[src/hw/rtl/xtcv_pkg.sv]
// Shared constants for the XML text-run validator.
package xtcv_pkg;

  localparam int unsigned BYTE_W  = 8;
  localparam int unsigned CODE_W  = 21;
  localparam int unsigned ACC_W   = 25;
  localparam int unsigned ENT_W   = 32;

  localparam logic [CODE_W-1:0] CODE_MAX = 21'h10FFFF;
  localparam logic [CODE_W-1:0] SURR_LO  = 21'h00D800;
  localparam logic [CODE_W-1:0] SURR_HI  = 21'h00DFFF;

  // UTF-8 lead byte classes
  localparam logic [BYTE_W-1:0] MASK_2B  = 8'hE0;
  localparam logic [BYTE_W-1:0] LEAD_2B  = 8'hC0;
  localparam logic [BYTE_W-1:0] MASK_3B  = 8'hF0;
  localparam logic [BYTE_W-1:0] LEAD_3B  = 8'hE0;
  localparam logic [BYTE_W-1:0] MASK_4B  = 8'hF8;
  localparam logic [BYTE_W-1:0] LEAD_4B  = 8'hF0;
  localparam logic [BYTE_W-1:0] MASK_CONT = 8'hC0;
  localparam logic [BYTE_W-1:0] CONT_TAG  = 8'h80;
  localparam logic [BYTE_W-1:0] BAD_FF   = 8'hFF;
  localparam logic [BYTE_W-1:0] BAD_FE   = 8'hFE;
  localparam logic [BYTE_W-1:0] BAD_C0   = 8'hC0;
  localparam logic [BYTE_W-1:0] BAD_C1   = 8'hC1;

  // ASCII characters of interest
  localparam logic [BYTE_W-1:0] CH_AMP   = 8'h26;  // &
  localparam logic [BYTE_W-1:0] CH_HASH  = 8'h23;  // #
  localparam logic [BYTE_W-1:0] CH_SEMI  = 8'h3B;  // ;
  localparam logic [BYTE_W-1:0] CH_SPACE = 8'h20;
  localparam logic [BYTE_W-1:0] CH_LT    = 8'h3C;  // <
  localparam logic [BYTE_W-1:0] CH_X_LO  = 8'h78;
  localparam logic [BYTE_W-1:0] CH_X_UP  = 8'h58;
  localparam logic [BYTE_W-1:0] CH_0     = 8'h30;
  localparam logic [BYTE_W-1:0] CH_9     = 8'h39;
  localparam logic [BYTE_W-1:0] CH_A_LO  = 8'h61;
  localparam logic [BYTE_W-1:0] CH_F_LO  = 8'h66;
  localparam logic [BYTE_W-1:0] CH_A_UP  = 8'h41;
  localparam logic [BYTE_W-1:0] CH_F_UP  = 8'h46;

  // Accepted entity names, first character in the low byte
  localparam logic [ENT_W-1:0] NAME_LT   = 32'h0000_746C;  // lt
  localparam logic [ENT_W-1:0] NAME_GT   = 32'h0000_7467;  // gt
  localparam logic [ENT_W-1:0] NAME_AMP  = 32'h0070_6D61;  // amp
  localparam logic [ENT_W-1:0] NAME_APOS = 32'h736F_7061;  // apos
  localparam logic [ENT_W-1:0] NAME_QUOT = 32'h746F_7571;  // quot

endpackage

[src/hw/rtl/xtcv_in_if.sv]
// Byte input channel: valid/ready handshake with one text byte and an end-of-run mark.
interface xtcv_in_if;
  logic                           valid;
  logic                           ready;
  logic [xtcv_pkg::BYTE_W-1:0]    text_byte;
  logic                           last_byte;

  modport source (output valid, output text_byte, output last_byte, input ready);
  modport sink   (input valid, input text_byte, input last_byte, output ready);
endinterface

[src/hw/rtl/xtcv_out_if.sv]
// Result channel: valid/ready handshake carrying the per-run pass flag.
interface xtcv_out_if;
  logic valid;
  logic ready;
  logic valid_res;

  modport source (output valid, output valid_res, input ready);
  modport sink   (input valid, input valid_res, output ready);
endinterface

[src/hw/rtl/xml_text_content_validator.sv]
// Top level of the XML text-run validator: one byte per clock, one pass flag per run.
//
// Feed the bytes of an XML text run one per transfer on in_ch, marking the
// final byte with last_byte. For that final byte the block delivers a single
// transfer on out_ch whose valid_res is 1 only when the run is well-formed
// UTF-8 (lead bytes C2-F7 with the right count of continuation bytes),
// every numeric reference &#n; or &#xh; has a digit, a semicolon and a value
// up to 10FFFF outside D800-DFFF, every named reference is lt, gt, amp, apos
// or quot, and nothing is left open at the end. Bytes that are not last give
// no result. The block sustains one byte per clock; a byte is captured in an
// input register, from which it updates the scanner state; a last byte also
// loads the run's flag into the output register that drives out_ch. Only the
// output register can stall the pipe, and only a last byte waits on it:
// ordinary bytes keep flowing while a flag waits to be taken. After each run
// all scanner state returns to its reset value.
module xml_text_content_validator (
  input  logic       clk,
  input  logic       rst_n,
  xtcv_in_if.sink    in_ch,
  xtcv_out_if.source out_ch
);

  typedef enum logic [2:0] {
    MODE_TEXT   = 3'd0,
    MODE_UTF8   = 3'd1,
    MODE_AMP    = 3'd2,
    MODE_HASH   = 3'd3,
    MODE_DIGITS = 3'd4,
    MODE_NAME   = 3'd5
  } mode_t;

  // Input register
  logic                           in_vld_r;
  logic [xtcv_pkg::BYTE_W-1:0]    in_byte_r;
  logic                           in_last_r;

  // Scanner state
  mode_t                          mode_r, mode_nxt;
  logic [1:0]                     cont_left_r, cont_left_nxt;
  logic                           hex_r, hex_nxt;
  logic                           digit_seen_r, digit_seen_nxt;
  logic [xtcv_pkg::CODE_W-1:0]    code_r, code_nxt;
  logic                           too_large_r, too_large_nxt;
  logic [xtcv_pkg::ENT_W-1:0]     ent_chars_r, ent_chars_nxt;
  logic [2:0]                     ent_len_r, ent_len_nxt;
  logic                           failed_r, failed_nxt;

  // Result register
  logic                           out_vld_r, out_vld_nxt;
  logic                           out_res_r, out_res_nxt;

  logic                           advance;
  logic                           is_dec, is_hex_lo, is_hex_up, dig_ok;
  logic [7:0]                     dig_sub;
  logic [3:0]                     dig_val;
  logic [xtcv_pkg::ACC_W-1:0]     acc;
  logic                           surrogate, name_ok, name_stop;
  logic [xtcv_pkg::BYTE_W-1:0]    b;

  // Move the front byte into the scanner when it makes no result or the
  // result register is free this cycle.
  assign advance     = in_vld_r && (!in_last_r || !out_vld_r || out_ch.ready);
  assign in_ch.ready = !in_vld_r || advance;

  assign out_ch.valid     = out_vld_r;
  assign out_ch.valid_res = out_res_r;

  assign b = in_byte_r;

  // Digit decode for numeric references
  assign is_dec    = (b >= xtcv_pkg::CH_0)    && (b <= xtcv_pkg::CH_9);
  assign is_hex_lo = hex_r && (b >= xtcv_pkg::CH_A_LO) && (b <= xtcv_pkg::CH_F_LO);
  assign is_hex_up = hex_r && (b >= xtcv_pkg::CH_A_UP) && (b <= xtcv_pkg::CH_F_UP);
  assign dig_ok    = is_dec || is_hex_lo || is_hex_up;

  always_comb begin
    if (is_dec) begin
      dig_sub = b - xtcv_pkg::CH_0;
    end else if (is_hex_lo) begin
      dig_sub = b - xtcv_pkg::CH_A_LO + 8'd10;
    end else begin
      dig_sub = b - xtcv_pkg::CH_A_UP + 8'd10;
    end
  end
  assign dig_val = dig_sub[3:0];

  // Accumulate: times 16 is a shift, times 10 is two shifted adds
  always_comb begin
    if (hex_r) begin
      acc = {code_r, 4'b0000} + {21'd0, dig_val};
    end else begin
      acc = {1'b0, code_r, 3'b000} + {3'b000, code_r, 1'b0} + {21'd0, dig_val};
    end
  end

  assign surrogate = (code_r >= xtcv_pkg::SURR_LO) && (code_r <= xtcv_pkg::SURR_HI);

  always_comb begin
    unique case (ent_len_r)
      3'd2:    name_ok = (ent_chars_r == xtcv_pkg::NAME_LT) ||
                         (ent_chars_r == xtcv_pkg::NAME_GT);
      3'd3:    name_ok = (ent_chars_r == xtcv_pkg::NAME_AMP);
      3'd4:    name_ok = (ent_chars_r == xtcv_pkg::NAME_APOS) ||
                         (ent_chars_r == xtcv_pkg::NAME_QUOT);
      default: name_ok = 1'b0;
    endcase
  end

  assign name_stop = (b == xtcv_pkg::CH_SPACE) || (b == xtcv_pkg::CH_LT) ||
                     (b == xtcv_pkg::CH_AMP);

  // Next scanner state for the byte in the input register
  always_comb begin
    mode_nxt       = mode_r;
    cont_left_nxt  = cont_left_r;
    hex_nxt        = hex_r;
    digit_seen_nxt = digit_seen_r;
    code_nxt       = code_r;
    too_large_nxt  = too_large_r;
    ent_chars_nxt  = ent_chars_r;
    ent_len_nxt    = ent_len_r;
    failed_nxt     = failed_r;

    // A failed run ignores the rest of its bytes.
    if (!failed_r) begin
      unique case (mode_r)
        MODE_TEXT: begin
          if ((b == xtcv_pkg::BAD_FF) || (b == xtcv_pkg::BAD_FE) ||
              (b == xtcv_pkg::BAD_C0) || (b == xtcv_pkg::BAD_C1)) begin
            failed_nxt = 1'b1;
          end else if (b[7]) begin
            if ((b & xtcv_pkg::MASK_2B) == xtcv_pkg::LEAD_2B) begin
              cont_left_nxt = 2'd1;
              mode_nxt      = MODE_UTF8;
            end else if ((b & xtcv_pkg::MASK_3B) == xtcv_pkg::LEAD_3B) begin
              cont_left_nxt = 2'd2;
              mode_nxt      = MODE_UTF8;
            end else if ((b & xtcv_pkg::MASK_4B) == xtcv_pkg::LEAD_4B) begin
              cont_left_nxt = 2'd3;
              mode_nxt      = MODE_UTF8;
            end else begin
              // stray continuation byte or F8-FD
              failed_nxt = 1'b1;
            end
          end else if (b == xtcv_pkg::CH_AMP) begin
            mode_nxt = MODE_AMP;
          end
        end
        MODE_UTF8: begin
          if ((b & xtcv_pkg::MASK_CONT) != xtcv_pkg::CONT_TAG) begin
            failed_nxt = 1'b1;
          end else begin
            cont_left_nxt = cont_left_r - 2'd1;
            if (cont_left_r == 2'd1) begin
              mode_nxt = MODE_TEXT;
            end
          end
        end
        MODE_AMP: begin
          if (b == xtcv_pkg::CH_HASH) begin
            mode_nxt       = MODE_HASH;
            hex_nxt        = 1'b0;
            digit_seen_nxt = 1'b0;
            code_nxt       = '0;
            too_large_nxt  = 1'b0;
          end else if ((b == xtcv_pkg::CH_SEMI) || name_stop) begin
            failed_nxt = 1'b1;
          end else begin
            ent_chars_nxt = {24'd0, b};
            ent_len_nxt   = 3'd1;
            mode_nxt      = MODE_NAME;
          end
        end
        MODE_HASH, MODE_DIGITS: begin
          mode_nxt = MODE_DIGITS;
          if ((mode_r == MODE_HASH) &&
              ((b == xtcv_pkg::CH_X_LO) || (b == xtcv_pkg::CH_X_UP))) begin
            hex_nxt = 1'b1;
          end else if (b == xtcv_pkg::CH_SEMI) begin
            if (!digit_seen_r || too_large_r || surrogate) begin
              failed_nxt = 1'b1;
            end else begin
              mode_nxt = MODE_TEXT;
            end
          end else if (!dig_ok) begin
            failed_nxt = 1'b1;
          end else begin
            digit_seen_nxt = 1'b1;
            // Freeze the value once it leaves the code space.
            if (!too_large_r) begin
              if (acc > {4'd0, xtcv_pkg::CODE_MAX}) begin
                too_large_nxt = 1'b1;
              end else begin
                code_nxt = acc[xtcv_pkg::CODE_W-1:0];
              end
            end
          end
        end
        MODE_NAME: begin
          if (b == xtcv_pkg::CH_SEMI) begin
            if (name_ok) begin
              mode_nxt = MODE_TEXT;
            end else begin
              failed_nxt = 1'b1;
            end
          end else if (name_stop || (ent_len_r >= 3'd4)) begin
            failed_nxt = 1'b1;
          end else begin
            unique case (ent_len_r[1:0])
              2'd1:    ent_chars_nxt[15:8]  = b;
              2'd2:    ent_chars_nxt[23:16] = b;
              default: ent_chars_nxt[31:24] = b;
            endcase
            ent_len_nxt = ent_len_r + 3'd1;
          end
        end
        default: begin
          failed_nxt = 1'b1;
        end
      endcase
    end

    out_vld_nxt = out_vld_r && !out_ch.ready;
    out_res_nxt = out_res_r;

    // End of run: flag anything still open, emit the result, clear the scanner.
    if (in_last_r) begin
      out_vld_nxt    = 1'b1;
      out_res_nxt    = !failed_nxt && (mode_nxt == MODE_TEXT);
      mode_nxt       = MODE_TEXT;
      cont_left_nxt  = '0;
      hex_nxt        = 1'b0;
      digit_seen_nxt = 1'b0;
      code_nxt       = '0;
      too_large_nxt  = 1'b0;
      ent_chars_nxt  = '0;
      ent_len_nxt    = '0;
      failed_nxt     = 1'b0;
    end
  end

  // Input register: load on every transfer, drop when the scanner takes it.
  always_ff @(posedge clk) begin
    if (!rst_n) begin
      in_vld_r <= 1'b0;
    end else if (in_ch.valid && in_ch.ready) begin
      in_vld_r <= 1'b1;
    end else if (advance) begin
      in_vld_r <= 1'b0;
    end
    if (in_ch.valid && in_ch.ready) begin
      in_byte_r <= in_ch.text_byte;
      in_last_r <= in_ch.last_byte;
    end
  end

  // Scanner state and result register: advance only with the front byte.
  always_ff @(posedge clk) begin
    if (!rst_n) begin
      mode_r       <= MODE_TEXT;
      cont_left_r  <= '0;
      hex_r        <= 1'b0;
      digit_seen_r <= 1'b0;
      code_r       <= '0;
      too_large_r  <= 1'b0;
      ent_chars_r  <= '0;
      ent_len_r    <= '0;
      failed_r     <= 1'b0;
      out_vld_r    <= 1'b0;
      out_res_r    <= 1'b0;
    end else if (advance) begin
      mode_r       <= mode_nxt;
      cont_left_r  <= cont_left_nxt;
      hex_r        <= hex_nxt;
      digit_seen_r <= digit_seen_nxt;
      code_r       <= code_nxt;
      too_large_r  <= too_large_nxt;
      ent_chars_r  <= ent_chars_nxt;
      ent_len_r    <= ent_len_nxt;
      failed_r     <= failed_nxt;
      out_vld_r    <= out_vld_nxt;
      out_res_r    <= out_res_nxt;
    end else if (out_ch.ready) begin
      out_vld_r <= 1'b0;
    end
  end

endmodule

[src/flat_wrapper.sv]
// flat-port wrapper written by rule: the top's interface ports become plain ports
module xml_text_content_validator_flat 
  (clk, rst_n, in_ch_valid, in_ch_text_byte, in_ch_last_byte, in_ch_ready, out_ch_valid, out_ch_valid_res, out_ch_ready);
  xtcv_in_if in_ch_i ();
  xtcv_out_if out_ch_i ();
  input  logic clk;
  input  logic rst_n;
  input wire logic [$bits(in_ch_i.valid)-1:0] in_ch_valid;
  input wire logic [$bits(in_ch_i.text_byte)-1:0] in_ch_text_byte;
  input wire logic [$bits(in_ch_i.last_byte)-1:0] in_ch_last_byte;
  output wire logic [$bits(in_ch_i.ready)-1:0] in_ch_ready;
  output wire logic [$bits(out_ch_i.valid)-1:0] out_ch_valid;
  output wire logic [$bits(out_ch_i.valid_res)-1:0] out_ch_valid_res;
  input wire logic [$bits(out_ch_i.ready)-1:0] out_ch_ready;
  assign in_ch_i.valid = in_ch_valid;
  assign in_ch_i.text_byte = in_ch_text_byte;
  assign in_ch_i.last_byte = in_ch_last_byte;
  assign in_ch_ready = in_ch_i.ready;
  assign out_ch_valid = out_ch_i.valid;
  assign out_ch_valid_res = out_ch_i.valid_res;
  assign out_ch_i.ready = out_ch_ready;
  xml_text_content_validator u_core (.clk(clk), .rst_n(rst_n), .in_ch(in_ch_i), .out_ch(out_ch_i));
endmodule
[config.mk]
export PLATFORM = sky130hd
export DESIGN_NAME = xml_text_content_validator_flat
export DESIGN_NICKNAME = d
export VERILOG_FILES = /design/src/hw/rtl/xtcv_pkg.sv /design/src/hw/rtl/xtcv_in_if.sv /design/src/hw/rtl/xtcv_out_if.sv /design/src/hw/rtl/xml_text_content_validator.sv /design/src/flat_wrapper.sv
export SDC_FILE = /design/constraint.sdc
export NUM_CORES = 1
export LEC_CHECK = 0
export BUFFER_PORTS_ARGS = -buffer_cell sky130_fd_sc_hd__buf_2
export CORE_MARGIN = 2
export CORE_UTILIZATION = 64
export CTS_CLUSTER_DIAMETER = 50
export DETAILED_ROUTE_END_ITERATION = 8
export PLACE_DENSITY = 0.82
export SLEW_MARGIN = 25
export SYNTH_ARGS = -nofsm -noshare
export SYNTH_HDL_FRONTEND = slang
export SYNTH_SLANG_ARGS = --single-unit
[constraint.sdc]
create_clock -name clk -period 5.53 [get_ports clk]
set_input_delay 0.2765 -clock clk [delete_from_list [all_inputs] [get_ports clk]]
set_output_delay 0.2765 -clock clk [all_outputs]
set_load 0.02 [all_outputs]
[Yosys cells after proc, flatten, opt, wreduce, memory -nomap -nowiden]
Index checks and enable logic that the tools add are counted.
Cells by class
  add/sub/neg operators: 10
  order comparisons: 10
  equal/unequal tests: 52
  multiplexer cells: 100
  reduce and logical (&&, ||, !) cells: 54
Operator list (number)
  $mux W21: 8
  $mux W32: 4
  $mux W3: 23
  $eq A32 B15 Y1 const B: 2
  $eq A32 B31 Y1 const B: 2
  $add A25 B4 Y25: 2
  $mux W24: 2
  $pmux W24 S2: 1
  $pmux W21 S2: 1
  $eq A8 B6 Y1 const B: 5
  $ne A3 B2 Y1 const B: 13
  $mux W1: 38
  $eq A32 B23 Y1 const B: 1
  $eq A8 B8 Y1 const B: 4
  $mux W8: 4
  $add A24 B22 Y25: 1
  $gt A25 B21 Y1 const B: 1
  $mux W25: 1
  $reduce_and A8 Y1: 3
  $ge A21 B16 Y1 const B: 1
  $le A21 B16 Y1 const B: 1
  $reduce_and A7 Y1: 3
  $logic_or A1 B1 Y1: 17
  $eq A8 B7 Y1 const B: 2
  37 further kinds: 86
Word-level totals
  flip-flop bits (word level): 77
  input bits: 13
  word-level logic and storage cells: 243

[Logic depth before layout (Yosys ltp)]
Gate-level depths: netlist of the first run.
  word-level depth: 16
  mapped depth: 23

[Least setup slack after synthesis of the first run]
Ideal clock, no wire load.
  path kind: reg2reg
  start: register u_core.in_byte_r, in the netlist u_core.b[1]
  end: register u_core.code_r[4] in the netlist's numbering
  library setup time: 0.117 ns
  arrival time: 4.506 ns
  path slack: 0.908 ns
  stages on the path, launching flop included: 23
  clock period less this slack: 4.622 ns
  cell sequence: edfxtp_1 -> inv_1 -> ha_1 -> nor2_1 -> o21ai_0 -> and3_1 -> clkbuf_1 -> a31oi_1 -> xor2_1 -> fa_1 -> inv_1 -> fa_1 -> and2b_1 -> o2111ai_4 -> a21oi_2 -> nand2_1 -> and4_1 -> a211oi_1 -> a41oi_2 -> a22o_1 -> a21o_1 -> buf_6 -> a22o_1
Between the ends
  word-level cells in the longest chain between the ends: 15
Ends and longest elaborated chain
  start, declared: RTL line xml_text_content_validator.sv:34  | logic [xtcv_pkg::BYTE_W-1:0] in_byte_r;
  start signal, assigned: RTL line xml_text_content_validator.sv:252  | in_byte_r <= in_ch.text_byte;
  parallel branches: the longest is 15 deep, another holds $add A25 B4 Y25
  end signal, assigned: RTL line xml_text_content_validator.sv:276  | code_r <= code_nxt;
  end, declared: RTL line xml_text_content_validator.sv:42  | logic [xtcv_pkg::CODE_W-1:0] code_r, code_nxt;
Several ways; the timed one is not identified. The select of a mux whose other input is x is not followed.
A chain may end at the register's enable or synchronous reset.

[Worst setup path after layout of the first run]
  start: register u_core.in_byte_r, in the netlist u_core.b[0]
  end: register u_core.code_r[13] in the netlist's numbering
Same word-level chain as after synthesis.

==> results of run 1 <==
-- per-layer routing --
metal / global-route usage, % / vias to the layer above / wire length [um]
met1: 39.35 / 2388 / 5987
met4: 6.944 / 0 / 184
met5: 0 / - / 0
met2: 44.47 / 189 / 6010
met3: 5.583 / 24 / 817
li1: - / 2400 / -
-- registers in the layout, summed over array words and instances, names as in the netlist, 2 cells and up --
name,cells
u_core.ent_len_r,3
u_core.b,8
u_core.cont_left_r,2
u_core.code_r,21
u_core.ent_chars_r,32
u_core.mode_r,3
-- final cells by class --
| cell class | instances | share of cell area [%] |
|---|---|---|
| multi-input combinational | 517 | 63.51 |
| sequential | 77 | 27.53 |
| clock buffer | 12 | 2.808 |
| tap | 108 | 2.280 |
| timing repair buffer | 17 | 1.520 |
| inverter | 23 | 1.457 |
| clock inverter | 4 | 0.8868 |
-- worst paths after layout --
kind,from,endpoint,slack [ns],cells after the start
worst max-delay path,u_core.b[0],u_core.code_r[13],0.32,20
worst max register to register,u_core.b[0],u_core.code_r[13],0.32,20
worst min-delay path,in_ch_text_byte[4],u_core.b[4],0.09,1
worst min register to register,u_core.out_ch.valid_res,u_core.out_ch.valid_res,0.50,1
-- kinds of logic after synthesis --
kind of cell,count (synthesis),share of synthesized area (%)
compound gates,175,21.98
xor+xnor,17,2.642
mux,29,5.194
fa+ha+maj,54,12.25
buf+inv,62,4.684
simple gates,242,24.31
flops,77,28.95
-- critical path, delay by kind of cell (launching register included) --
| family | cells | cell delay, ns |
|---|---|---|
| adder cells (fa/ha/maj) | 3 | 0.96 |
| AND/OR/NAND/NOR | 4 | 0.83 |
| AO/OA/AOI/OAI | 10 | 2.29 |
| buffers and inverters | 2 | 0.28 |
| flip-flops | 1 | 0.47 |
| XOR/XNOR | 1 | 0.25 |
-- placed cells by master (no fill, tap or decap), drive strengths merged, types with 9 or more instances in the layout --
cell type / Yosys / layout
o21ai: 37 / 37
dfxtp: 68 / 68
buf: 12 / 17
a22o: 20 / 20
nand3: 20 / 20
inv: 23 / 24
nand4: 14 / 14
nor2b: 49 / 49
nand2: 51 / 51
mux2i: 27 / 27
nor2: 32 / 32
ha: 52 / 52
clkbuf: 27 / 12
a211oi: 9 / 9
edfxtp: 9 / 9
nor3: 13 / 13
a21o: 14 / 14
a21oi: 40 / 40
nor3b: 9 / 9
xnor2: 9 / 9
-- cell usage after synthesis, types with 3 or more instances --
library cell,n
sky130_fd_sc_hd__a21o_1,14
sky130_fd_sc_hd__a22oi_1,3
sky130_fd_sc_hd__o21ai_1,6
sky130_fd_sc_hd__xnor2_1,9
sky130_fd_sc_hd__a21boi_0,4
sky130_fd_sc_hd__nand2_1,51
sky130_fd_sc_hd__nand4_1,14
sky130_fd_sc_hd__nor4_1,7
sky130_fd_sc_hd__ha_1,52
sky130_fd_sc_hd__a21oi_1,38
sky130_fd_sc_hd__nor2_1,32
sky130_fd_sc_hd__nor3b_1,8
sky130_fd_sc_hd__clkbuf_1,27
sky130_fd_sc_hd__xor2_1,8
sky130_fd_sc_hd__and3_1,4
sky130_fd_sc_hd__o41ai_1,3
sky130_fd_sc_hd__mux2i_1,27
sky130_fd_sc_hd__a2111oi_0,3
sky130_fd_sc_hd__or3_1,4
sky130_fd_sc_hd__nor2b_1,49
sky130_fd_sc_hd__a211oi_1,9
sky130_fd_sc_hd__a31oi_1,7
sky130_fd_sc_hd__o21ai_0,31
sky130_fd_sc_hd__edfxtp_1,9
sky130_fd_sc_hd__and2_1,7
sky130_fd_sc_hd__nor3_1,11
sky130_fd_sc_hd__buf_2,7
sky130_fd_sc_hd__nor4b_1,6
sky130_fd_sc_hd__inv_1,23
sky130_fd_sc_hd__dfxtp_1,68
sky130_fd_sc_hd__and3b_1,4
sky130_fd_sc_hd__o211ai_1,7
sky130_fd_sc_hd__nand2b_1,8
sky130_fd_sc_hd__nand3_1,20
sky130_fd_sc_hd__a22o_1,20
sky130_fd_sc_hd__o21bai_1,4
sky130_fd_sc_hd__buf_6,3
-- power by group --
part | internal (uW) | switching (uW)
Sequential | 574 | 16.0
Clock | 250 | 214
Combinational | 34.1 | 45.8
-- through the flow --
step / utilization, % / power (uW) / std cells / hold slack, ns / area (sq um)
floorplan: - / 661.2 / 656 / 0.3754 / 5637
global placement: 65.82 / 676.3 / 742 / 0.4548 / 5684
detailed placement: 65.82 / 679.7 / 742 / 0.4546 / 5684
CTS: 68.36 / 1140 / 758 / 0.07578 / 5903
global route: 68.62 / 1172 / 758 / 0.07184 / 5926
finish: 68.62 / 1133 / 758 / 0.08959 / 5926
-- what timing repair did --
| action | 4_1_cts | 5_1_grt |
|---|---|---|
| setup endpoints to repair | 0 | 20 |
| hold buffers | 0 | 0 |
| gates resized for setup | 0 | 4 |
==> metrics list, run 1 <==
- Number of rows created at floorplan: 34
- The total count of max-transition violations in the final report was 0.
- After layout, the worst path uses 94.16% of the clock period.
- TritonCTS built the clock tree.
* Maximum achievable frequency: between 0.15 and 0.2 GHz
- In the synthesized netlist the dominant register cell turns out to be sky130_fd_sc_hd__dfxtp_1.
* Synthesis warning total: 0
* Synthesized cell area: ~5600 sq um
- Post-DRT Antenna Nets: 0
* FILL cells: between 600 and 700
- Setup slack closes at 0.3230 ns.
- Leading area contributor after synthesis: sky130_fd_sc_hd__dfxtp_1
* Number of endpoints with negative hold slack in the final report: 0
- After floorplanning, the core was sized to cover 8636 sq um.
- Cell at the root of the clock tree: sky130_fd_sc_hd__clkbuf_8
- Clock-pin slew on the worst setup and hold paths: about 0.090 ns
- Entering global routing, the biggest net connects 52 pins.
- Counting flops and latches in the post-synthesis netlist gives 77.
- Worst min path class: input pin to register
* Number of global-route vias before repair: 4769
- The number of clock buffers added by TritonCTS is 9.
- LEAKAGE: ~0.0025 uW
- Library cells used by synthesis: 76
* Die Y: between 90 and 100 um
- On the worst path, the slowest cell contributes a delay of roughly 0.49 ns.
* Overall overflow remaining after global route: 0
- When the netlist entered floorplanning its net count stood at ~720.
- Worst Clk Skew: around 0.019 ns
* Slew at the pin closest to its max-slew limit: 1.055 ns
- In this run the number of H-tree levels came out at 3.
- The area growth from synthesis to layout is 5.128%.
* Slew headroom: approximately 30%
* Largest fanout on the critical path: 20
* Skew-Pair Late Insertion Delay: 0.36 ns
- Once detailed placement completed, the half-perimeter wirelength came to roughly 9500 um.
- DRC errors left: 0
- Clock sink total: 77
* Type of destination of the critical path: register
* Pre-CTS worst setup slack: 0.2968 ns
- The floorplan step defined a die boundary enclosing around 9600 sq um.
- Number of port buffers: 15
- For this run, the post-layout net count is between 700 and 800.
- The longest clock path from root to sink contains 2 buffers.
* Average cell area after synthesis: ~8.6 sq um
* Final Setup Violations: 0
* Router iterations before antenna repair: 6
- Across every metal layer, demand over resource in global routing totals 28.00%.
* Ports placed on the boundary: 16
- For the worst setup path, the data arrival time is about 5.4 ns.
- The initial utilization of the core area, before any placement, comes to between 60% and 70%.
- Die width: 97.85 um
- The final route contains around 5000 vias.
- Sequential cell area: ~1600 sq um
- Fraction of registers with async set or reset after synthesis: 0%
- Data on the critical path is required at its endpoint by roughly 5.8 ns.
* Kind of start point of the critical path: register
- DR iter-0 viols: ~340
* Wirelength per Cell: roughly 17 um
- Cells with a size suffix above 1 make up under 10% of the layout.
- Summing the sequential cell areas from Yosys gives between 20 and 30% of the chip area.
- Yosys attributes the largest share of cell area to sky130_fd_sc_hd__dfxtp_1, sky130_fd_sc_hd__ha_1, sky130_fd_sc_hd__nor2b_1.
* Post-CTS setup-driven buffer insertion count: 0
* Maximum Capacitance Violations: 0
- Number of enable-type register cells in the synthesized netlist: 9
- Fraction of post-synthesis cell area in the top cell type by area: 24.15%
- In the final layout, the multi-input gates occupy around 3800 sq um.
* Unrepaired setup endpoints after global routing: no
- GP Congestion: 0.9648
- 0 antenna diodes ended up in the layout.
- Dividing the detail-routed via count by the number of cells gives approximately 6.6.
- The worst path in the final design needs a cycle of roughly 5.2 ns, including I/O delays and setup.
- The first global-routing pass estimated between 20000 and 25000 um of wire.
- Cell with the largest stage delay on the worst path: sky130_fd_sc_hd__fa_1
- Summed over all failing endpoints, the final setup total negative slack is 0 ns.
- Dividing total power by cell area gives a power density of around 190 nW/um^2.
* Peak supply drop: around 0.00022 V
* Antenna violations before repair: 0
- The critical path goes through inv_1 > ha_1 > nor2_1 > o21ai_0 > and3_1 > a31oi_1 > xor2_1 > fa_1 > inv_1 > fa_1 > and2b_1 > o2111ai_4 > a21oi_2 > o31a_1 > o311a_1 > nor3_4 > a41oi_2 > a22o_1 > a21o_2 > a22o_1.
- Critical Setup Path Class: register to register
* Post-synthesis cell count: between 600 and 700
- Total wire length after detailed routing: approximately 13000 um
- Status: finished clean
Note: power is estimated with default switching activity, not from simulation.
==> inputs of run 2 (changes only) <==
Settings changed: CORE_UTILIZATION 64 to 68, PLACE_DENSITY 0.82 to 0.86, REMOVE_ABC_BUFFERS set to 1.
Clock period 5.53 ns to 6.2 ns, I/O delays scaled along.
==> run 2 against run 1 <==
  * Global-route usage is 2.2 points higher
  * Flip-flop and latch count stayed put
  * Clock power is 21% lower
  * Critical path depth stayed put
  * Combinational power is 11% lower
  * Total power is 15% lower
  * Largest power group unchanged
  * Sequential share of layout area is 0.29 points higher
  * Setup slack better by 0.53 ns
  * Critical endpoint is now u_core.code_r[19]
  * Sequential power is 11% lower
  * Non-clock buffer count is 1 lower
==> metrics list, run 2 (same netlist as run 1, synthesis figures left out) <==
* Status: finished clean
* Final Setup Violations: 0 (unchanged)
* Min Clock Period, post-route: 5.347 ns (+0.1399 ns)
- The share of cells above drive strength 1 came to 7.858% (-0.45 points).
- The tightest slew margin relative to the limit came to 32.15% (+2.7 points).
- The global routing stage identified its most utilized layer as met2.
- The wire length per cell after detailed routing is 17.25 um (+0.59%).
- The global-route total usage across every layer was 30.18% (+2.2 points).
* Global routing met3 resource utilization: 4.980% (-0.60 points)
- Total core area: 8134 sq um (-5.8%)
- Die area: 9034 sq um (-5.6%)
- Nets@finish: 711 (-0.14%)
- Max FFs per register: 32 (unchanged)
- Clock H-tree levels: 3 (unchanged)
* Global routing met2 resource utilization: 48.35% (+3.9 points)
- Number of rows created at floorplan: 33 (-2.9%)
- The largest registers in the layout are u_core.ent_chars_r: 32 flops, u_core.code_r: 21 flops, u_core.b: 8 flops.
- The number of setup buffers added after CTS came to 0 (unchanged).
- The number of clock sinks was 77 (unchanged).
- The remaining routing DRC violations came to 0 (unchanged).
- Final instance area: 5864 sq um (-1.0%)
- The final count of hold timing violations came to 0 (unchanged).
* DR iter-0 viols: 322 (-4.2%)
- The maximum fanout along the worst path was 19 (-5.0%).
* Cell with the largest stage delay on the worst path: sky130_fd_sc_hd__nor3_4
- The post-route fraction of the period consumed by the critical path was 86.24% (-7.9 points).
- Setup repair after global routing left no endpoint under its margin.
- Count of hold buffers inserted by post-cts repair: 0 (unchanged)
- The worst setup path is of the register to register kind.
- Maximum Capacitance Violations: 0 (unchanged)
- Most frequent standard cell in the layout excluding fill and tap cells: sky130_fd_sc_hd__dfxtp_1
- The routability congestion estimate is 0.9667 (+0.20%).
* Total wire length after detailed routing: 13010 um (about the same)
* Met1 usage in global routing: 41.40% (+2.0 points)
- Register with the most flip-flops: u_core.ent_chars_r
- The final worst slack is 0.8531 ns (+0.5301 ns).
- Skew-Pair Late Insertion Delay: 0.36 ns (about the same)
* Effective utilization at floorplan: 69.30% (+4.0 points)
- The horizontal extent of the die is 95.05 um (-2.9%).
- The final-layout fill cell count came to 600 (-13%).
- Wire length of the first global-routing pass: 21620 um (-4.5%)
- TritonCTS built the clock tree.
- Placed Instance Area: 5673 sq um (-0.20%)
- Cells along the critical path: inv_1 > ha_1 > nor2_1 > o21ai_0 > and3_1 > a31oi_1 > xor2_1 > fa_1 > inv_1 > fa_1 > and2b_1 > o2111ai_4 > a21oi_2 > nor2_1 > o41ai_1 > xnor2_1 > o211ai_1 > o2bb2ai_2 > nor3_4 > a22o_1
- The clock-pin slew of the registers on the worst-case setup and hold paths came to 0.09 ns (about the same).
- Antenna violations before repair: 0 (unchanged)
- The area taken by flip-flops and latches is 1632 sq um (unchanged).
* Type of destination of the critical path: register
* Ant diodes: 0 (unchanged)
* Kind of start point of the critical path: register
- The peak per-stage delay on the critical path is 0.63 ns (+0.14 ns).
* Highest-count cells in the layout ignoring fill and taps: sky130_fd_sc_hd__dfxtp_1, sky130_fd_sc_hd__ha_1, sky130_fd_sc_hd__nand2_1, sky130_fd_sc_hd__nor2b_1, sky130_fd_sc_hd__a21oi_1
- The height of the die is 95.05 um (-2.9%).
* Maximum clock path buffer count: 2 (unchanged)
- The number of detailed-routing iterations run before antenna repair was 5 (-1).
* Maximum achievable frequency: 0.1870 GHz (-2.6%)
- Largest net degree at the start of global routing: 52 (unchanged)
- In this run the worst hold path is classified as input pin to register.
- The leakage power of the design was 0.002505 uW (-1.1%).
- The endpoint arrival time on the critical path is 5.64 ns (+0.20 ns).
- Top Family by Delay on Critical Path: compound AO/OA/AOI/OAI gates
- The power per standard cell area is 164.3 nW/um^2 (-14%).
- The half-perimeter wire length of the detailed placement result is 9596 um (+0.54%).
- The buffer and inverter count on the worst path came to 2 (unchanged).
- Number of global-route vias before repair: 4635 (-2.8%)
* Pre-CTS worst setup slack: 0.9318 ns (+0.6350 ns)
- Worst Clk Skew: 0.01589 ns (-0.002631 ns)
- The quantity of gates resized following cts was 0 (unchanged).
* Required time reported for the critical path endpoint: 6.50 ns (+0.73 ns)
* Post-DRT Antenna Nets: 0 (unchanged)
* Area grow syn2layout: 4.040%
- Final cell utilization of the core: 72.10% (+3.5 points)
- Ports placed on the boundary: 16 (unchanged)
* Combined area of the multi-input logic cells: 3745 sq um (-0.50%)
* Number of port buffers: 15 (unchanged)
* Peak supply drop: 0.0001474 V (-33%)
- Clock tree synthesis selected as its root buffer the cell sky130_fd_sc_hd__clkbuf_8.
- Final number of max-transition violations: 0 (unchanged)
* Slew at the pin closest to its max-slew limit: 1.016 ns (-0.03972 ns)
- The number of vias per cell after detailed routing is 6.534 (-0.96%).
- The leftover overflow at the end of global routing is 0 (unchanged).
- CTS buffer count: 9 (unchanged)
- The via count of the routed design was 4927 (-1.5%).
* Setup TNS: 0 ns (unchanged)
-- run 2: worst paths after layout --
path,startpoint,to,slack (ns),depth (start not counted)
worst min-delay path,in_ch_text_byte[4],u_core.b[4],0.12,1
worst min register to register,u_core.out_ch.valid_res,u_core.out_ch.valid_res,0.50,1
worst max-delay path,u_core.b[1],u_core.code_r[19],0.85,20
worst max register to register,u_core.b[1],u_core.code_r[19],0.85,20
-- run 2: area by class of cell --
cell class	instances	share of cell area, %
Clock inverter	7	1.088
Inverter	23	1.472
Clock buffer	9	2.112
Timing Repair Buffer	16	1.408
Tap cell	105	2.240
Sequential cell	77	27.82
Multi-Input combinational cell	517	63.86
-- run 2: worst register-to-register path, cell delays in order (launching register included) --
cell                        delay, ns
sky130_fd_sc_hd__edfxtp_1        0.49
sky130_fd_sc_hd__inv_1           0.21
sky130_fd_sc_hd__ha_1            0.23
sky130_fd_sc_hd__nor2_1          0.06
sky130_fd_sc_hd__o21ai_0         0.13
sky130_fd_sc_hd__and3_1          0.29
sky130_fd_sc_hd__a31oi_1         0.08
sky130_fd_sc_hd__xor2_1          0.20
sky130_fd_sc_hd__fa_1            0.53
sky130_fd_sc_hd__inv_1           0.07
sky130_fd_sc_hd__fa_1            0.46
sky130_fd_sc_hd__and2b_1         0.27
sky130_fd_sc_hd__o2111ai_4       0.12
sky130_fd_sc_hd__a21oi_2         0.24
sky130_fd_sc_hd__nor2_1          0.14
sky130_fd_sc_hd__o41ai_1         0.41
sky130_fd_sc_hd__xnor2_1         0.17
sky130_fd_sc_hd__o211ai_1        0.14
sky130_fd_sc_hd__o2bb2ai_2       0.20
sky130_fd_sc_hd__nor3_4          0.63
sky130_fd_sc_hd__a22o_1          0.24
-- run 2: per-stage QoR --
step	cells	total power [uW]	hold slack, ns
floorplan	617	582.5	0.4089
global placement	738	602.1	0.4744
detailed placement	738	606.3	0.4780
CTS	754	968.2	0.1146
global route	754	994.9	0.1158
finish	754	963.5	0.1244
-- run 2: per-layer routing --
layer | part of all wire [%] | routed length (um)
met3 | 5.8 | 760
met5 | 0 | 0
met2 | 47 | 6062
met1 | 46 | 5973
met4 | 1.6 | 210
-- run 2: report_power, final --
| part | internal (uW) | switching, uW | total [uW] |
|---|---|---|---|
| combinational | 30.3 | 41.0 | 71.2 |
| clock | 155 | 211 | 366 |
| sequential | 512 | 14.4 | 526 |
==> inputs of run 3 (changes only) <==
Settings changed: CORE_UTILIZATION 68 to 69, CTS_BUF_LIST set to sky130_fd_sc_hd__clkbuf_8, PLACE_DENSITY 0.86 to 0.87.
==> run 3 against run 2 <==
  * Count of clock-buffer cells in the layout rose by 1
  * Design area rose by 0.38%
  * Routed wire length rose by 4.9%
  * Final cell count fell by 0.53%
  * Total power rose by 5.0%
  * Fmax fell by 0.12%
==> metrics list, run 3 (same netlist as run 1, synthesis figures left out) <==
- The clock latency at the later pin of the worst-skew pair came to 0.35 ns (about the same).
- Antenna violations before repair: 0 (unchanged)
* Required time reported for the critical path endpoint: 6.49 ns (about the same)
- Most frequent standard cell in the layout excluding fill and tap cells: sky130_fd_sc_hd__dfxtp_1
- Walking the worst path, the cells encountered are inv_1 > ha_1 > nor2_1 > o21ai_0 > and3_1 > a31oi_1 > xor2_1 > fa_1 > inv_1 > fa_1 > and2b_1 > o2111ai_4 > a21oi_2 > nor2_1 > o41ai_1 > xnor2_1 > o211ai_1 > o2bb2ai_2 > nor3_4 > a22o_1.
* Final number of max-transition violations: 0 (unchanged)
- The first-pass GRT wire length came to 22910 um (+5.9%).
- The buffer and inverter count on the worst path came to 2 (unchanged).
- Number of global-route vias before repair: 4859 (+4.8%)
* Combinational group share of total power: 7.1% (-0.3 points)
- The internal power is 775.0 uW (+11%).
- The maximum number of buffers from clock root to sink is 2 (unchanged).
* Worst min path class: input pin to register
- Vias post-DR: 5006 (+1.6%)
- Pwr per Cell Area: 171.8 nW/um^2 (+4.6%)
- Ratio of final minimum period to clock period: 86.34% (+0.10 points)
- Type of destination of the critical path: register
- The placement row count came to 32 (-3.0%).
* Setup TNS: 0 ns (unchanged)
- Area grow syn2layout: 4.440%
- The leftover overflow at the end of global routing came to 0 (unchanged).
* Maximum achievable frequency: 0.1868 GHz (-0.12%)
* Worst r2r path cells: 20 (unchanged)
- Nets@finish: 711 (unchanged)
* Status: finished clean
- Slew headroom: 27.15% (-5.0 points)
* Final HPWL from detailed placement: 9948 um (+3.7%)
- Highest-count cells in the layout ignoring fill and taps: sky130_fd_sc_hd__dfxtp_1, sky130_fd_sc_hd__ha_1, sky130_fd_sc_hd__nand2_1, sky130_fd_sc_hd__nor2b_1, sky130_fd_sc_hd__a21oi_1
- Ant diodes: 0 (unchanged)
- Tightest hold margin: 0.1279 ns (+0.003575 ns)
- The area of the die came to 8908 sq um (-1.4%).
- Post-cts repair resize count: 0 (unchanged)
* Top Family by Delay on Critical Path: compound AO/OA/AOI/OAI gates
- The largest net degree at the start of global routing came to 52 (unchanged).
- Final instance area: 5887 sq um (+0.38%)
* Cell at the root of the clock tree: sky130_fd_sc_hd__clkbuf_8
- The final setup violation count came to 0 (unchanged).
- Largest stage delay on the critical path: 0.61 ns (-0.02 ns)
- Unrepaired setup endpoints after global routing: no
- Number of port buffers: 15 (unchanged)
- The endpoint arrival time on the critical path was 5.64 ns (about the same).
* Gr usage total: 32.53% (+2.4 points)
- Clock H-tree levels: 3 (unchanged)
- Switching component of the power: 236.4 uW (-11%)
- The sequential group share of total power came to 52.0% (-2.6 points).
* Clock sink total: 77 (unchanged)
- Total core area: 7807 sq um (-4.0%)
- The routability congestion estimate came to 0.9238 (-4.4%).
- The DRC marker count from the first detailed-route iteration is 493 (+53%).
- The height of the die is 94.38 um (-0.70%).
- Total wire length after detailed routing: 13650 um (+4.9%)
* Largest fanout on the critical path: 19 (unchanged)
- Final cell utilization of the core: 75.40% (+3.3 points)
- The overall power consumption is 1011 uW (+5.0%).
- LEAKAGE: 0.002524 uW (+0.75%)
* Setup slack on the worst flop-to-flop path: 0.85 ns (about the same)
* Count of hold buffers inserted by post-cts repair: 0 (unchanged)
* Worst Clk Skew: 0.01097 ns (-0.004923 ns)
- The final count of hold timing violations was 0 (unchanged).
- Max FFs per register: 32 (unchanged)
- Kind of start point of the critical path: register
- CTS buffer count: 9 (unchanged)
- Clock share of power: 40.9% (+2.9 points)
- The largest registers in the layout are u_core.ent_chars_r: 32 flops, u_core.code_r: 21 flops, u_core.b: 8 flops.
* Router iterations before antenna repair: 5 (unchanged)
* Detailed-route vias per instance: 6.675 (+2.1%)
* Depth of the critical timing path with buffers and inverters included: 20 (unchanged)
- Cell with the largest stage delay on the worst path: sky130_fd_sc_hd__nor3_4
* Share of total power consumed by net switching: 23.38% (-4.3 points)
- The wire length per cell after detailed routing came to 18.20 um (+5.5%).
- Share of layout cells above drive strength 1: 7.562% (-0.30 points)
- Post-CTS setup-driven buffer insertion count: 0 (unchanged)
- The maximum vdd ir drop came to 0.0002042 V (+38%).
- Slew at the pin closest to its max-slew limit: 1.090 ns (+0.07489 ns)
* Min Clock Period, post-route: 5.353 ns (+0.006220 ns)
* Critical Setup Path Class: register to register
- TritonCTS built the clock tree.
* DRC errors left: 0 (unchanged)
* Clock-pin slew on the worst setup and hold paths: 0.08 ns (about the same)
* Ports placed on the boundary: 16 (unchanged)
- More flip-flops sit in one register than any other, and that register is u_core.ent_chars_r.
* Post-DRT Antenna Nets: 0 (unchanged)
- Worst hold stages: 1 (unchanged)
- Maximum Capacitance Violations: 0 (unchanged)
- Placed Instance Area: 5669 sq um (about the same)
- Die width: 94.38 um (-0.70%)
- The starting density of the core is 72.20% (+2.9 points).
[run 3: cell count changes in the layout (fill, tap and decap cells not counted), sizes merged]
cell / change
bufinv: +2
clkbuf: +1
clkinv: +1
inv: -4
clkinvlp: -1
[run 3: final cells by class]
class / instances / area, sq um
repair buffers: 16 / 82.58
well taps: 102 / 127.6
inverters: 23 / 86.33
clock buffers: 10 / 137.6
multi-input cells: 517 / 3745
clock inverters: 5 / 76.32
fillers: 561 / 1921
flip-flops and latches: 77 / 1632
[run 3: metal layers]
| layer | vias up | GRT usage (%) | part of all wire, % |
|---|---|---|---|
| met3 | 44 | 6.305 | 6.5 |
| li1 | 2395 | - | - |
| met2 | 201 | 53.75 | 48 |
| met1 | 2366 | 42.43 | 43 |
| met5 | - | 0 | 0 |
| met4 | 0 | 11.96 | 2.5 |
[run 3: power groups by stage]
stage               Sequential, uW  Combinational, uW  Clock, uW
floorplan                      533               49.4          0
global placement               536               66.4          0
detailed placement             537               69.6          0
CTS                            525               70.4        417
global route                   528               79.7        436
finish                         526               71.5        414
[run 3: worst paths after layout]
| path | start | to |
|---|---|---|
| worst max register to register | u_core.b[1] | u_core.code_r[4] |
| worst min-delay path | in_ch_last_byte | u_core.in_last_r |
| worst min register to register | u_core.out_ch.valid_res | u_core.out_ch.valid_res |
| worst max-delay path | u_core.b[1] | u_core.code_r[4] |
[run 3: through the flow]
stage,worst slack (ns),cells
after floorplan,1.590,617
after global placement,1.215,735
after detailed placement,0.9482,735
final,0.8468,750
after CTS,0.9014,750
after global routing,0.4849,750
